--- src/rtl/uhf_pkg.sv ---
package uhf_pkg;

  localparam int NUM_BINS = 1024;
  localparam int BIN_AW = 10;
  localparam int ACC_WIDTH = 48;
  localparam int SQ_WIDTH = 64;
  localparam int CNT_WIDTH = 32;
  localparam logic signed [ACC_WIDTH-1:0] UNIT_WEIGHT = 48'sd65536;
  localparam logic signed [ACC_WIDTH-1:0] ACC_MAX = {1'b0, {(ACC_WIDTH-1){1'b1}}};
  localparam logic signed [ACC_WIDTH-1:0] ACC_MIN = {1'b1, {(ACC_WIDTH-1){1'b0}}};

  localparam logic [2:0] REG_RANGE_MIN = 3'd0;
  localparam logic [2:0] REG_RANGE_MAX = 3'd1;
  localparam logic [2:0] REG_BIN_WIDTH = 3'd2;
  localparam logic [2:0] REG_INV_WIDTH = 3'd3;
  localparam logic [2:0] REG_BINS_USED = 3'd4;
  localparam logic [2:0] REG_TRACK_SQ = 3'd5;

  typedef enum logic [1:0] {
    OUT_IN_RANGE  = 2'd0,
    OUT_UNDERFLOW = 2'd1,
    OUT_OVERFLOW  = 2'd2,
    OUT_INVALID   = 2'd3
  } outcome_t;

  typedef enum logic [1:0] {
    ST_SUB,
    ST_MUL,
    ST_FIX,
    ST_PUSH
  } front_state_t;

  typedef enum logic [1:0] {
    BK_IDLE,
    BK_READ,
    BK_UPDATE,
    BK_WRITE
  } back_state_t;

  typedef struct packed {
    logic signed [31:0] sample;
    logic signed [31:0] weight;
    logic has_weight;
    logic invalid;
    logic batch_end;
  } in_word_t;

  typedef struct packed {
    logic [1:0] outcome;
    logic [9:0] bin_index;
    logic signed [47:0] class_weight;
    logic [63:0] class_sum_sq;
    logic [31:0] fill_count;
    logic [31:0] underflow_count;
    logic [31:0] overflow_count;
    logic [31:0] invalid_count;
    logic signed [47:0] weight_total;
    logic [63:0] total_sum_sq;
    logic batch_had_invalid;
  } out_word_t;

  typedef struct packed {
    outcome_t outcome;
    logic [BIN_AW-1:0] bin;
    logic signed [ACC_WIDTH-1:0] add_w;
    logic [SQ_WIDTH-1:0] add_sq;
    logic batch_end;
  } task_t;

  function automatic logic signed [ACC_WIDTH-1:0] acc_add(
    input logic signed [ACC_WIDTH-1:0] a, input logic signed [ACC_WIDTH-1:0] b);
    logic signed [ACC_WIDTH:0] s;
    s = {a[ACC_WIDTH-1], a} + {b[ACC_WIDTH-1], b};
    if (s[ACC_WIDTH] != s[ACC_WIDTH-1]) begin
      return s[ACC_WIDTH] ? ACC_MIN : ACC_MAX;
    end
    return s[ACC_WIDTH-1:0];
  endfunction

  function automatic logic [SQ_WIDTH-1:0] sq_add(
    input logic [SQ_WIDTH-1:0] a, input logic [SQ_WIDTH-1:0] b);
    logic [SQ_WIDTH:0] s;
    s = {1'b0, a} + {1'b0, b};
    return s[SQ_WIDTH] ? {SQ_WIDTH{1'b1}} : s[SQ_WIDTH-1:0];
  endfunction

  function automatic logic [CNT_WIDTH-1:0] cnt_inc(input logic [CNT_WIDTH-1:0] c);
    return (&c) ? c : c + 1'b1;
  endfunction

endpackage

--- src/rtl/uhf_queue.sv ---
module uhf_queue import uhf_pkg::*; (
  input  logic clk,
  input  logic rst,
  input  logic wr_valid,
  input  task_t wr_word,
  output logic wr_ready,
  output logic rd_valid,
  output task_t rd_word,
  input  logic rd_ready
);

  task_t slots [2];
  logic wp, rp;
  logic [1:0] count;

  assign wr_ready = (count != 2'd2);
  assign rd_valid = (count != 2'd0);
  assign rd_word = slots[rp];

  always_ff @(posedge clk) begin
    if (wr_valid && wr_ready) slots[wp] <= wr_word;
    if (rst) begin
      wp <= 1'b0;
      rp <= 1'b0;
      count <= 2'd0;
    end else begin
      if (wr_valid && wr_ready) wp <= !wp;
      if (rd_valid && rd_ready) rp <= !rp;
      count <= count + 2'(wr_valid && wr_ready) - 2'(rd_valid && rd_ready);
    end
  end

endmodule

--- config.mk ---
export PLATFORM = sky130hd
export DESIGN_NAME = uhf_queue
export DESIGN_NICKNAME = d
export VERILOG_FILES = /design/src/rtl/uhf_pkg.sv /design/src/rtl/uhf_queue.sv
export SDC_FILE = /design/constraint.sdc
export NUM_CORES = 1
export LEC_CHECK = 0
export ABC_CLOCK_PERIOD_IN_PS = 7000
export BUFFER_PORTS_ARGS = -buffer_cell sky130_fd_sc_hd__buf_4
export CAP_MARGIN = 20
export CORE_AREA = 2 2 108 188
export CTS_BUF_LIST = sky130_fd_sc_hd__clkbuf_8
export DETAILED_ROUTE_END_ITERATION = 7
export DIE_AREA = 0 0 110 190
export PLACE_DENSITY = 0.8
export SLEW_MARGIN = 0
export SYNTH_ARGS = -nofsm -noshare
export SYNTH_HDL_FRONTEND = slang
export SYNTH_SLANG_ARGS = --single-unit
--- constraint.sdc ---
create_clock -name clk -period 7 [get_ports clk]
set_input_delay 1.4 -clock clk [delete_from_list [all_inputs] [get_ports clk]]
set_output_delay 1.4 -clock clk [all_outputs]
set_load 0.005 [all_outputs]
; ---- Word-level counts from Yosys, hierarchy flattened
; Memory sizes are Yosys's and may differ from the RTL's. A register that Yosys moved wholly into a read port is not among the register bits.
; Cells that the tools add are included.
[totals]
input_bits = 129
out_inout_bits = 127
memories = 1
mem_bits_rw = 250
regBits = 4
[op_classes]
n_reduce_logical = 5
mux = 4
n_eq_ne = 1
n_addsub = 2
[mem_list]
columns = name, depth, word_bits, rd, rd_ports_with_merged_regs, wr, line
row1 = slots, 2, 125, 1, 1, 1, uhf_queue.sv:12  ; task_t slots [2];
[op_table]
columns = op, n
row1 = 1-bit two-way mux, 4
row2 = 2-bit by 1-bit adder with 2-bit output, 1
row3 = 1-bit logical AND, 2
row4 = 1-bit logical NOT, 2
row5 = 2-bit inequality test (second input constant), 1
row6 = 2-bit nonzero test, 1
row7 = 2-bit by 1-bit subtractor with 2-bit output, 1

; ---- Depth between registers and ports, before layout
[depth]
depth_word = 4
depth_mapped = 6
depth_no_buf = 6

; ---- Least setup slack after synthesis
; Ideal clock, no wire load.
[synth_path]
kind = in2reg
from = in wr_valid
to = mem slots[1][0] (netlist name) (enable)
n_path_buf = 0
stages = 1
t_required_ps = 6500
path_slack_ps = 2171
arrival_ps = 4329
cell_sequence = and3_1
[synth_between]
elab_chain_len = 3
[synth_lines]
columns = item, line
row1 = "start, declared", uhf_queue.sv:4  ; input logic wr_valid,
row2 = 1-bit logical AND, uhf_queue.sv:21  ; if (wr_valid && wr_ready) slots[wp] <= wr_word;
row3 = 1-bit two-way mux, uhf_queue.sv:21
row4 = 1-bit two-way mux (not written as such), uhf_queue.sv:21
row5 = "end, declared", uhf_queue.sv:12
; No other way between the ends.

==> qor.txt <==
Final Max Slew Viols -> 0
end of the worst register-to-register path -> slots[0][35]
initial antenna violation count -> 0
number of synthesized flops with an enable pin -> 250
Hold Fails Final Rpt -> 0
Max-cap violations -> 0
largest net degree at the start of global routing -> 74
Slew @ Worst Pin -> 1000 ps
commonest non-fill, non-tap cell in the layout -> buf_4
CTS tree -> yes
Remaining Overflow, GRT -> 0
Setup violations, final -> 0
total power -> 3.90 mW
setup ws final -> 3330 ps
Cell Area, Synth -> 9480 µm²
DRC -> 0
most frequent cells in the layout -> buf_4, edfxtp_1, mux2_2, mux2_4, clkbuf_8
kind of critical path -> reg -> out
post-CTS resize count -> 0
die height -> 190 µm
outcome -> finished clean
vias in the first global route -> 5,235
post-CTS setup buffer count -> 0
Worst R2R Start -> count[0]
fin crit share -> 52.5%
RSZ-0062 raised after global routing -> false
Worst Path Required -> 5600 ps
Die W -> 110 µm
H-tree levels -> 2
1st-pass router iterations -> 4
port bufs -> 255
# rows -> 68
Ys Warns -> 0
CTS clk-pin slew, worst paths -> 60 ps
hold buffer count at cts -> 0
total CTS buffers -> 36
Netlist cell types -> 24
r2r worst-path depth -> 4
fill count -> 1,331
setup_tns -> 0 ps
layout cells sized above 1 -> 60.3%
Antenna Nets Post-Route -> 0
fmax -> 272 MHz
drt via density -> 4.99
via count of the routed design -> 4,860
Setup Skew -> 12.7 ps
gp weighted congestion -> 0.729
Worst Path Arrival -> 2270 ps
worst-path fanout max -> 62
first-pass GRT wire length -> 26.7 mm
I/O pin total -> 256
Nets -> 831
number of synthesized register bits -> 255
syn_nets -> 548
drt wl/cell -> 19.2 µm
Initial Util -> 48.6%
post-layout min period -> 3670 ps
Setup Slack @ Placement -> 3430 ps
peak supply drop -> 0.237 mV
synthesized instance count -> 418
syn avg cell area -> 22.7 µm²
ANT cells -> 0
standby leakage power -> 4.71 nW
CP endpoint kind -> output port
Core Footprint -> 19,500 µm²
Worst-Skew Late Latency -> 490 ps
final wirelength -> 18.7 mm
Setup crit end -> rd_word[16]
dpl hpwl -> 12.6 mm
die area -> 20,900 µm²
DR iter-0 viols -> 156
Total GRT Usage -> 17.1%
min-delay src -> rp
sequential share of the synthesized area -> 80.3%
CTS Sinks -> 255
Post-synth top flop -> edfxtp_1
synthesis-to-finish area growth -> 30.1%
CP Launch Type -> register
Async S/R FF share, synth -> 0%
slew margin rel. -> 33.1%
r2r setup slk -> 4270 ps
CTS Buffer Depth -> 3
root buf cell -> clkbuf_8
Hold Path Class -> reg -> reg
PD cells -> 316 nW/µm²
## flip-flops by register name (all words and copies together) (netlist names), named ones only
register / cells
slots: 250
count: 2
rp: 1
wp: 1
## area by class of cell
class / count / area (µm²) / share of cell area [%]
inverters: 1 / 6.26 / 0.0507
repair buffers: 259 / 1940 / 15.8
clock inverters: 28 / 199 / 1.61
flip-flops and latches: 255 / 7610 / 61.7
clock buffers: 37 / 509 / 4.13
multi-input cells: 148 / 1760 / 14.2
well taps: 245 / 307 / 2.49
## critical path: stages (launching register included)
cell and delay [ps]:
dfxtp_4 400, buf_4 760, mux2_2 450, buf_4 140
## report_power, final
| group | switching [mW] | total (mW) | leakage [nW] | internal, mW |
|---|---|---|---|---|
| logic | 0.367 | 0.873 | 1.94 | 0.507 |
| registers | 0.0442 | 1.90 | 2.38 | 1.86 |
| clock network | 0.516 | 1.12 | 0.393 | 0.606 |
| total | 0.927 | 3.90 | 4.71 | 2.97 |
## cells by family after synthesis
| family | after synthesis | synth area share, % |
|---|---|---|
| adder cells (fa/ha/maj) | 1 | 0.132 |
| XOR/XNOR | 1 | 0.0924 |
| AND/OR/NAND/NOR | 15 | 0.964 |
| multiplexers | 125 | 16.8 |
| flip-flops | 255 | 80.3 |
| AO/OA/AOI/OAI | 6 | 0.462 |
| buffers and inverters | 15 | 1.24 |
## synth_stat cells, types with 2 or more instances
cell type	n	area [µm²]
nor2_1	4	15.0
mux2_4	50	751
nor2b_1	2	12.5
buf_2	7	35.0
dfxtp_1	5	100
and3_1	2	12.5
buf_6	7	78.8
o21ai_0	2	10.0
mux2_2	75	845
edfxtp_1	250	7510
## per-stage QoR
step	instances	hold WS [ps]	cell area (µm²)	utilization, %
after floorplan	418	472	9480	-
after global placement	908	492	11600	59.7
after detailed placement	908	515	11600	59.7
after CTS	973	533	12300	63.3
after global routing	973	582	12300	63.3
final	973	521	12300	63.3
## routing by layer
layer	share of wire, %	routed length (µm)	global-route usage, %
met4	4.5	837	8.96
met5	0	0	0
met3	6.1	1130	3.70
met1	34	6320	17.4
met2	56	10400	31.6
## how the worst min path moves through the flow
stage	endpoint	slack, ps	depth (start not counted)
after floorplan	register	470	2
after global placement	rp	490	2
after detailed placement	rp	510	2
after CTS	rp	530	2
after global routing	register	580	2
final	rp	520	2
Note: power is estimated with default switching activity, not from simulation.
